`src/rtl/core/mck_pkg.sv`:
```
// shared types, constants and code lookup for the morse character keyer
// no dependencies
`default_nettype none

package mck_pkg;

    localparam int CHAR_W   = 8;
    localparam int UNITS_W  = 4;
    localparam int DIT_W    = 16;
    localparam int DUR_W    = 20;
    localparam int CODE_W   = 8;
    localparam int CNT_W    = 3;

    localparam logic [DIT_W-1:0]   DIT_MS_RESET   = 16'd250;
    localparam logic [UNITS_W-1:0] GAP_RESET      = 4'd4;
    localparam logic [UNITS_W-1:0] BAD_UNITS      = 4'd15;
    localparam logic [UNITS_W-1:0] DASH_UNITS     = 4'd3;
    localparam logic [UNITS_W-1:0] DOT_UNITS      = 4'd1;
    localparam logic [UNITS_W-1:0] SPACE_UNITS    = 4'd1;

    localparam logic [CHAR_W-1:0] CH_SPACE = 8'h20;
    localparam logic [CHAR_W-1:0] CH_AT    = 8'h40;
    localparam logic [CHAR_W-1:0] CH_A     = 8'h41;
    localparam logic [CHAR_W-1:0] CH_Z     = 8'h5A;

    localparam int NUM_CODES = 28;
    localparam int IDX_SPACE = 26;
    localparam int IDX_AT    = 27;

    localparam logic [CODE_W-1:0] CODE_TABLE [NUM_CODES] = '{
        8'h05, 8'h18, 8'h1A, 8'h0C, 8'h02, 8'h12, 8'h0E, 8'h10, 8'h04, 8'h17,
        8'h0D, 8'h14, 8'h07, 8'h06, 8'h0F, 8'h16, 8'h1D, 8'h0A, 8'h08, 8'h03,
        8'h09, 8'h11, 8'h0B, 8'h19, 8'h1B, 8'h1C,
        8'h01,
        8'h5A
    };

    // register addresses
    localparam logic [2:0] ADDR_DIT_MS = 3'd0;
    localparam logic [2:0] ADDR_GAP    = 3'd4;

    typedef struct packed {
        logic                key_on;
        logic [UNITS_W-1:0]  units;
        logic                last;
    } t_seg;

    typedef struct packed {
        logic               known;
        logic [CODE_W-1:0]  code;
    } t_lookup;

    function automatic t_lookup code_of(input logic [CHAR_W-1:0] ch);
        t_lookup          res;
        logic [CHAR_W-1:0] off;
        off        = ch - CH_A;
        res.known  = 1'b1;
        res.code   = CODE_TABLE[IDX_SPACE];
        if (ch == CH_SPACE) begin
            res.code = CODE_TABLE[IDX_SPACE];
        end else if (ch == CH_AT) begin
            res.code = CODE_TABLE[IDX_AT];
        end else if (ch >= CH_A && ch <= CH_Z) begin
            res.code = CODE_TABLE[off[4:0]];
        end else begin
            res.known = 1'b0;
        end
        return res;
    endfunction

endpackage

`default_nettype wire

```
`src/rtl/core/mck_seq.sv`:
```
// segment sequencer: shifts the code one element bit per dot/dash
// depends on mck_pkg
`default_nettype none

module mck_seq
    import mck_pkg::*;
(
    input  wire logic               i_clk,
    input  wire logic               i_rst_n,
    input  wire logic               i_valid,
    input  wire logic [CHAR_W-1:0]  i_character,
    input  wire logic [UNITS_W-1:0] i_gap_units,
    input  wire logic               i_take,
    output logic                    o_stall,
    output logic                    o_seg_valid,
    output t_seg                    o_seg
);

    localparam logic [2:0] ST_IDLE = 3'd0;
    localparam logic [2:0] ST_ON   = 3'd1;
    localparam logic [2:0] ST_OFF  = 3'd2;
    localparam logic [2:0] ST_GAP  = 3'd3;
    localparam logic [2:0] ST_BAD  = 3'd4;

    logic [2:0]        r_state, n_state;
    logic [CODE_W-1:0] r_bits, n_bits;
    logic [CNT_W-1:0]  r_cnt, n_cnt;

    t_lookup           look;
    logic [CNT_W-1:0]  start_pos;
    logic [CODE_W-1:0] aligned;
    logic              accept;

    // start bit position and element bits moved to the top
    always_comb begin
        look      = code_of(i_character);
        start_pos = '0;
        for (int i = 0; i < CODE_W; i++) begin
            if (look.code[i]) begin
                start_pos = CNT_W'(i);
            end
        end
        aligned = CODE_W'(look.code << (4'd8 - {1'b0, start_pos}));
    end

    assign o_stall = (r_state != ST_IDLE);
    assign accept  = i_valid && (r_state == ST_IDLE);

    always_comb begin
        o_seg_valid = 1'b0;
        o_seg       = '{key_on: 1'b0, units: SPACE_UNITS, last: 1'b0};
        unique case (r_state)
            ST_IDLE: begin
                o_seg_valid = 1'b0;
            end
            ST_ON: begin
                o_seg_valid = 1'b1;
                o_seg       = '{key_on: 1'b1,
                                units: (r_bits[CODE_W-1] ? DASH_UNITS : DOT_UNITS),
                                last: 1'b0};
            end
            ST_OFF: begin
                o_seg_valid = 1'b1;
                o_seg       = '{key_on: 1'b0, units: SPACE_UNITS, last: 1'b0};
            end
            ST_GAP: begin
                o_seg_valid = 1'b1;
                o_seg       = '{key_on: 1'b0, units: i_gap_units, last: 1'b1};
            end
            ST_BAD: begin
                o_seg_valid = 1'b1;
                o_seg       = '{key_on: 1'b1, units: BAD_UNITS, last: 1'b1};
            end
            default: begin
                o_seg_valid = 1'b0;
            end
        endcase
    end

    always_comb begin
        n_state = r_state;
        n_bits  = r_bits;
        n_cnt   = r_cnt;
        unique case (r_state)
            ST_IDLE: begin
                if (accept) begin
                    n_bits = aligned;
                    n_cnt  = start_pos;
                    if (!look.known) begin
                        n_state = ST_BAD;
                    end else if (start_pos == '0) begin
                        n_state = ST_GAP;
                    end else begin
                        n_state = ST_ON;
                    end
                end
            end
            ST_ON: begin
                if (i_take) begin
                    n_state = ST_OFF;
                end
            end
            ST_OFF: begin
                if (i_take) begin
                    n_bits  = {r_bits[CODE_W-2:0], 1'b0};
                    n_cnt   = r_cnt - 1'b1;
                    n_state = (r_cnt == CNT_W'(1)) ? ST_GAP : ST_ON;
                end
            end
            ST_GAP, ST_BAD: begin
                if (i_take) begin
                    n_state = ST_IDLE;
                end
            end
            default: begin
                n_state = ST_IDLE;
            end
        endcase
    end

    always_ff @(posedge i_clk) begin
        if (!i_rst_n) begin
            r_state <= ST_IDLE;
        end else begin
            r_state <= n_state;
        end
        r_bits <= n_bits;
        r_cnt  <= n_cnt;
    end

endmodule

`default_nettype wire

```
`src/rtl/core/mck_scale.sv`:
```
// output stage: scales units by the dit length and holds the request
// depends on mck_pkg
`default_nettype none

module mck_scale
    import mck_pkg::*;
(
    input  wire logic               i_clk,
    input  wire logic               i_rst_n,
    input  wire logic               i_seg_valid,
    input  wire t_seg               i_seg,
    input  wire logic [DIT_W-1:0]   i_dit_ms,
    input  wire logic               i_stall,
    output logic                    o_take,
    output logic                    o_valid,
    output logic                    o_key_on,
    output logic [UNITS_W-1:0]      o_units,
    output logic [DUR_W-1:0]        o_duration_ms,
    output logic                    o_last
);

    logic               r_valid;
    logic               r_key_on;
    logic [UNITS_W-1:0] r_units;
    logic [DUR_W-1:0]   r_dur;
    logic               r_last;
    logic [DUR_W-1:0]   n_dur;

    assign o_take = !r_valid || !i_stall;
    assign n_dur  = DUR_W'(DUR_W'(i_seg.units) * DUR_W'(i_dit_ms));

    always_ff @(posedge i_clk) begin
        if (!i_rst_n) begin
            r_valid <= 1'b0;
        end else if (o_take) begin
            r_valid <= i_seg_valid;
        end
        if (o_take && i_seg_valid) begin
            r_key_on <= i_seg.key_on;
            r_units  <= i_seg.units;
            r_dur    <= n_dur;
            r_last   <= i_seg.last;
        end
    end

    assign o_valid       = r_valid;
    assign o_key_on      = r_key_on;
    assign o_units       = r_units;
    assign o_duration_ms = r_dur;
    assign o_last        = r_last;

endmodule

`default_nettype wire

```
`src/rtl/core/morse_character_keyer_top.sv`:
```
// morse character keyer top: config registers, sequencer and output stage
// depends on mck_pkg, mck_seq, mck_scale
//
// channel   direction  handshake           payload
// input     in         i_valid / o_stall   i_character
// output    out        o_valid / i_stall   o_key_on, o_units, o_duration_ms, o_last
// config    in         apb psel/penable    paddr, pwdata, prdata
//
// take a character in idle, then one segment per cycle unless the output stalls
// a character gives 2 segments per element plus the gap, 13 for '@'
// the sequencer walks the code one element bit at a time through a shift register
// synchronous active-low reset clears state, dit_ms to 250 and gap to 4
// a stalled output holds the sequencer in place, input stays stalled until done
`default_nettype none

module morse_character_keyer_top
    import mck_pkg::*;
(
    input  wire logic               i_clk,
    input  wire logic               i_rst_n,
    input  wire logic               i_valid,
    output logic                    o_stall,
    input  wire logic [CHAR_W-1:0]  i_character,
    output logic                    o_valid,
    input  wire logic               i_stall,
    output logic                    o_key_on,
    output logic [UNITS_W-1:0]      o_units,
    output logic [DUR_W-1:0]        o_duration_ms,
    output logic                    o_last,
    input  wire logic               psel,
    input  wire logic               penable,
    input  wire logic               pwrite,
    input  wire logic [2:0]         paddr,
    input  wire logic [31:0]        pwdata,
    output logic [31:0]             prdata,
    output logic                    pready
);

    logic [DIT_W-1:0]   r_dit_ms;
    logic [UNITS_W-1:0] r_gap;
    logic               cfg_wr;
    logic               seg_valid;
    logic               take;
    t_seg               seg;

    assign pready = 1'b1;
    assign cfg_wr = psel && penable && pwrite;

    always_ff @(posedge i_clk) begin
        if (!i_rst_n) begin
            r_dit_ms <= DIT_MS_RESET;
            r_gap    <= GAP_RESET;
        end else if (cfg_wr) begin
            if (paddr[2] == ADDR_DIT_MS[2]) begin
                r_dit_ms <= pwdata[DIT_W-1:0];
            end else begin
                r_gap <= pwdata[UNITS_W-1:0];
            end
        end
    end

    always_comb begin
        if (paddr[2] == ADDR_GAP[2]) begin
            prdata = {28'd0, r_gap};
        end else begin
            prdata = {16'd0, r_dit_ms};
        end
    end

    mck_seq u_seq (
        .i_clk       (i_clk),
        .i_rst_n     (i_rst_n),
        .i_valid     (i_valid),
        .i_character (i_character),
        .i_gap_units (r_gap),
        .i_take      (take),
        .o_stall     (o_stall),
        .o_seg_valid (seg_valid),
        .o_seg       (seg)
    );

    mck_scale u_scale (
        .i_clk         (i_clk),
        .i_rst_n       (i_rst_n),
        .i_seg_valid   (seg_valid),
        .i_seg         (seg),
        .i_dit_ms      (r_dit_ms),
        .i_stall       (i_stall),
        .o_take        (take),
        .o_valid       (o_valid),
        .o_key_on      (o_key_on),
        .o_units       (o_units),
        .o_duration_ms (o_duration_ms),
        .o_last        (o_last)
    );

endmodule

`default_nettype wire

```
`config.mk`:
```
export PLATFORM = sky130hd
export DESIGN_NAME = morse_character_keyer_top
export DESIGN_NICKNAME = d
export VERILOG_FILES = /design/src/rtl/core/mck_pkg.sv /design/src/rtl/core/mck_seq.sv /design/src/rtl/core/mck_scale.sv /design/src/rtl/core/morse_character_keyer_top.sv
export SDC_FILE = /design/constraint.sdc
export NUM_CORES = 1
export LEC_CHECK = 0
export ABC_AREA = 0
export BUFFER_PORTS_ARGS = -buffer_cell sky130_fd_sc_hd__clkbuf_2
export CORE_ASPECT_RATIO = 0.6
export CORE_MARGIN = 2
export CORE_UTILIZATION = 45
export DETAILED_ROUTE_END_ITERATION = 12
export PLACE_DENSITY = 0.68
export SYNTH_ARGS = -nofsm -noshare
export SYNTH_HDL_FRONTEND = slang
export SYNTH_SLANG_ARGS = --single-unit
```
`constraint.sdc`:
```
create_clock -name i_clk -period 9.6 [get_ports i_clk]
set_input_delay 0.48 -clock i_clk [delete_from_list [all_inputs] [get_ports i_clk]]
set_output_delay 0.48 -clock i_clk [all_outputs]
set_load 0.01 [all_outputs]
```
==> qor.yml <==
floorplan:
  die_height_um: 87.6
  io_pins: 111
  design.core.area_mm2: 0.0113
  initial_utilization_pct: 46.3
  dieArea_mm2: 0.0126
  num_rows: 30
  die-width_um: 143
grt:
  antenna_found_initial: 0
  grt_overflow_total: 0
  grt_max_degree: 27
  grt_pass1_vias: 4057
  grt_pass1_wl_mm: 20.3
  groute.usage.overall_pct: 20.7
setup_path:
  r2r-start: "u_seq.r_state[1]"
  endpoint_kind: "flop"
  slowest_stage: "o21ai_1"
  slowest_delay_ns: 0.87
  critPathKind: "flop to flop"
  reg2reg_slack_ns: 4.54
  ff2ff_path_depth: 14
  cp_data_arrival_time_ns: 5.15
  start_kind: "flop"
  required_ns: 9.69
  crit_path_max_fanout: 17
  r2r_end: "u_scale.o_duration_ms[18]"
  path_cells: "nand3b_1, o21ai_1, nand2_1, fa_1, inv_1, fa_1, inv_1, fa_1, nand2b_1, a21oi_1, o31a_1, o2111ai_1, a311o_1, xnor2_1"
  cpMostUsedCell: "fa_1"
finish:
  drive_gt1_share_pct: 16.7
  final_cell_mix: "75 x clkbuf_2, 71 x nand2_1, 58 x inv_1"
  final_cells: 817
  finalNetCount: 758
  area_delta_synth_final_pct: 13.3
  fin_util_pct: 52.4
  final_common_cell: "clkbuf_2"
  diodes: 0
routing:
  wire_per_inst_um: 15.2
  vias: 4241
  drt-initial-drc-count: 176
  routed_wl_mm: 12.4
  ant_nets: 0
  drcViolationCount: 0
  vias_per_cell: 5.19
  firstDrtPassIters: 5
timing:
  grt_setup_unrepaired: "no"
  setup_viol: 0
  hold_viol_final: 0
  clock_skew_ns: 0.00718
  worst_pin_slew_ns: 1.15
  finalCriticalPeriod_ns: 5.06
  tns_ns: 0
  period_share_pct: 52.7
  slew_headroom_pct: 23.0
  finalMaxSlewViolations: 0
  fmax_ghz: 0.198
cts:
  ctsHoldBuffers: 0
  clk_pin_slew_ns: 0.05
  cts_tree: "built"
  post-cts-setup-buffers: 0
  cts_max_level: 3
  root_buffer: "clkbuf_16"
  clk_latency_ns: 0.33
  clock_sinks: 61
  cts_made_buffers: 9
  clockBufferDepth: 2
  cts_resized: 0
hold_path:
  min_to: "r_dit_ms[5]"
  hold_path_depth: 3
  worstHoldStart: "pwdata[5]"
  hold_path_class: "input pin to flop"
synthesis:
  ys_warn_count: 0
  syn_area_per_cell_um2: 8.80
  syn_area_mm2: 0.00525
  seq_area_frac_synth_pct: 30.3
  synthFlopType: "edfxtp_1"
  netlist_instances: 596
  synth_cell_type_count: 62
  synth_edf_count: 37
  synth_seq_cells: 61
  async_flop_share_pct: 0
placed_design:
  dp_hpwl_mm: 9.47
  gp_congestion: 0.912
  dp_cells: 801
  port_buffers: 75
flow_run:
  max-cap-violations: 0
pwr:
  ir_worst_vdd_mv: 0.0859
  p_leak_nw: 2.70
  p_per_area_mw_per_mm2: 154
outcome:
  outcome: "completed"
[layer usage]
layer  track usage, %  share of wire (%)
met5                0                  0
met4             5.53                1.2
met3             4.37                5.3
met2             32.3                 44
met1             29.5                 50
[stage by stage]
stage / power [mW] / setup WS (ns) / hold slack, ns / area [µm²]
6_report: 0.917 / 4.54 / 0.356 / 5940
4_1_cts: 0.923 / 4.52 / 0.347 / 5940
3_5_place_dp: 0.596 / 4.57 / 0.522 / 5640
2_1_floorplan: 0.529 / 5.29 / 0.462 / 5300
3_3_place_gp: 0.586 / 4.68 / 0.481 / 5640
5_1_grt: 0.966 / 4.11 / 0.379 / 5940
[critical path: cells and delay by family, from the launching register on]
| family | cells | cell delay [ns] |
|---|---|---|
| XOR/XNOR | 1 | 0.13 |
| flip-flops | 1 | 0.51 |
| adder cells (fa/ha/maj) | 3 | 1.57 |
| buffers and inverters | 2 | 0.13 |
| AND/OR/NAND/NOR | 3 | 0.56 |
| AO/OA/AOI/OAI | 5 | 1.93 |
[how the worst max path moves through the flow]
stage / slack [ns] / endpoint / from / depth (start not counted)
after CTS: 4.52 / u_scale.o_duration_ms[18] / u_seq.r_state[1] / 14
after global placement: 4.68 / u_scale.o_duration_ms[18] / u_seq.r_state[1] / 14
after floorplan: 5.29 / u_scale.o_duration_ms[18] / u_seq.r_state[2] / 16
after global routing: 4.11 / u_scale.o_duration_ms[18] / u_seq.r_state[1] / 14
after detailed placement: 4.57 / u_scale.o_duration_ms[18] / u_seq.r_state[1] / 14
final: 4.54 / u_scale.o_duration_ms[18] / u_seq.r_state[1] / 14
[registers in the layout (all words and copies together), names as in the netlist]
name and cells:
r_gap 4, u_seq.r_cnt 3, r_dit_ms 16, u_scale.o_last 1
u_scale.o_duration_ms 20, u_scale.o_units 4, u_seq.r_bits 8, u_scale.o_key_on 1
u_seq.r_state 3, u_scale.o_valid 1
[report_power, final]
part	leakage, nW	total (mW)	internal, mW	switching (mW)
registers	0.551	0.334	0.321	0.0132
logic	2.00	0.259	0.106	0.154
clock network	0.150	0.323	0.211	0.112
[layout make-up]
type / instances / area (µm²)
clock inverter: 2 / 12.5
multi-input combinational: 444 / 3230
tap: 160 / 200
fill: 1097 / 5390
clock buffer: 14 / 295
sequential: 61 / 1590
timing repair buffer: 78 / 398
inverter: 58 / 218
[cell usage after synthesis (2+ instances only)]
library cell	instances	area share, %
a21o_1	4	0.57
conb_1	2	0.14
nor3b_1	3	0.43
o21bai_1	3	0.43
or2_2	2	0.24
inv_1	58	4.1
a31oi_1	2	0.24
nor2_1	27	1.9
xnor2_1	12	2.0
o21ai_0	21	2.0
and2_1	56	6.7
o211ai_1	6	0.86
o21a_1	3	0.43
nand4b_1	2	0.33
a21oi_1	24	2.3
nand4_1	4	0.48
a21boi_0	13	1.9
edfxtp_1	37	21
clkbuf_1	17	1.2
dfxtp_1	24	9.2
nand3_1	9	0.86
buf_2	8	0.76
mux2i_1	12	2.3
o31a_1	2	0.33
nand2_1	71	5.1
ha_1	28	6.7
and3_1	3	0.36
fa_1	28	11
or3_1	2	0.24
mux2_2	4	0.86
nand2b_1	8	0.95
a31o_2	2	0.33
a22o_1	4	0.67
a211oi_1	4	0.57
a32oi_1	2	0.33
nor3_1	10	0.95
nor2b_1	29	3.5
xor2_1	3	0.50
a221o_1	3	0.57
buf_4	22	3.1
[cells by family after synthesis]
family                     after synthesis  synth area share (%)
AOI/OAI and AO/OA                      104                  13.5
xor gates and xnor gates                15                  2.50
adders and majority gates               56                  17.4
buffers and inverters                  106                  9.35
DFF                                     61                  30.3
muxes                                   16                  3.15
other                                    2                 0.143
and+or+nand+nor                        236                  23.7
Power figures use the tool's default switching activity.
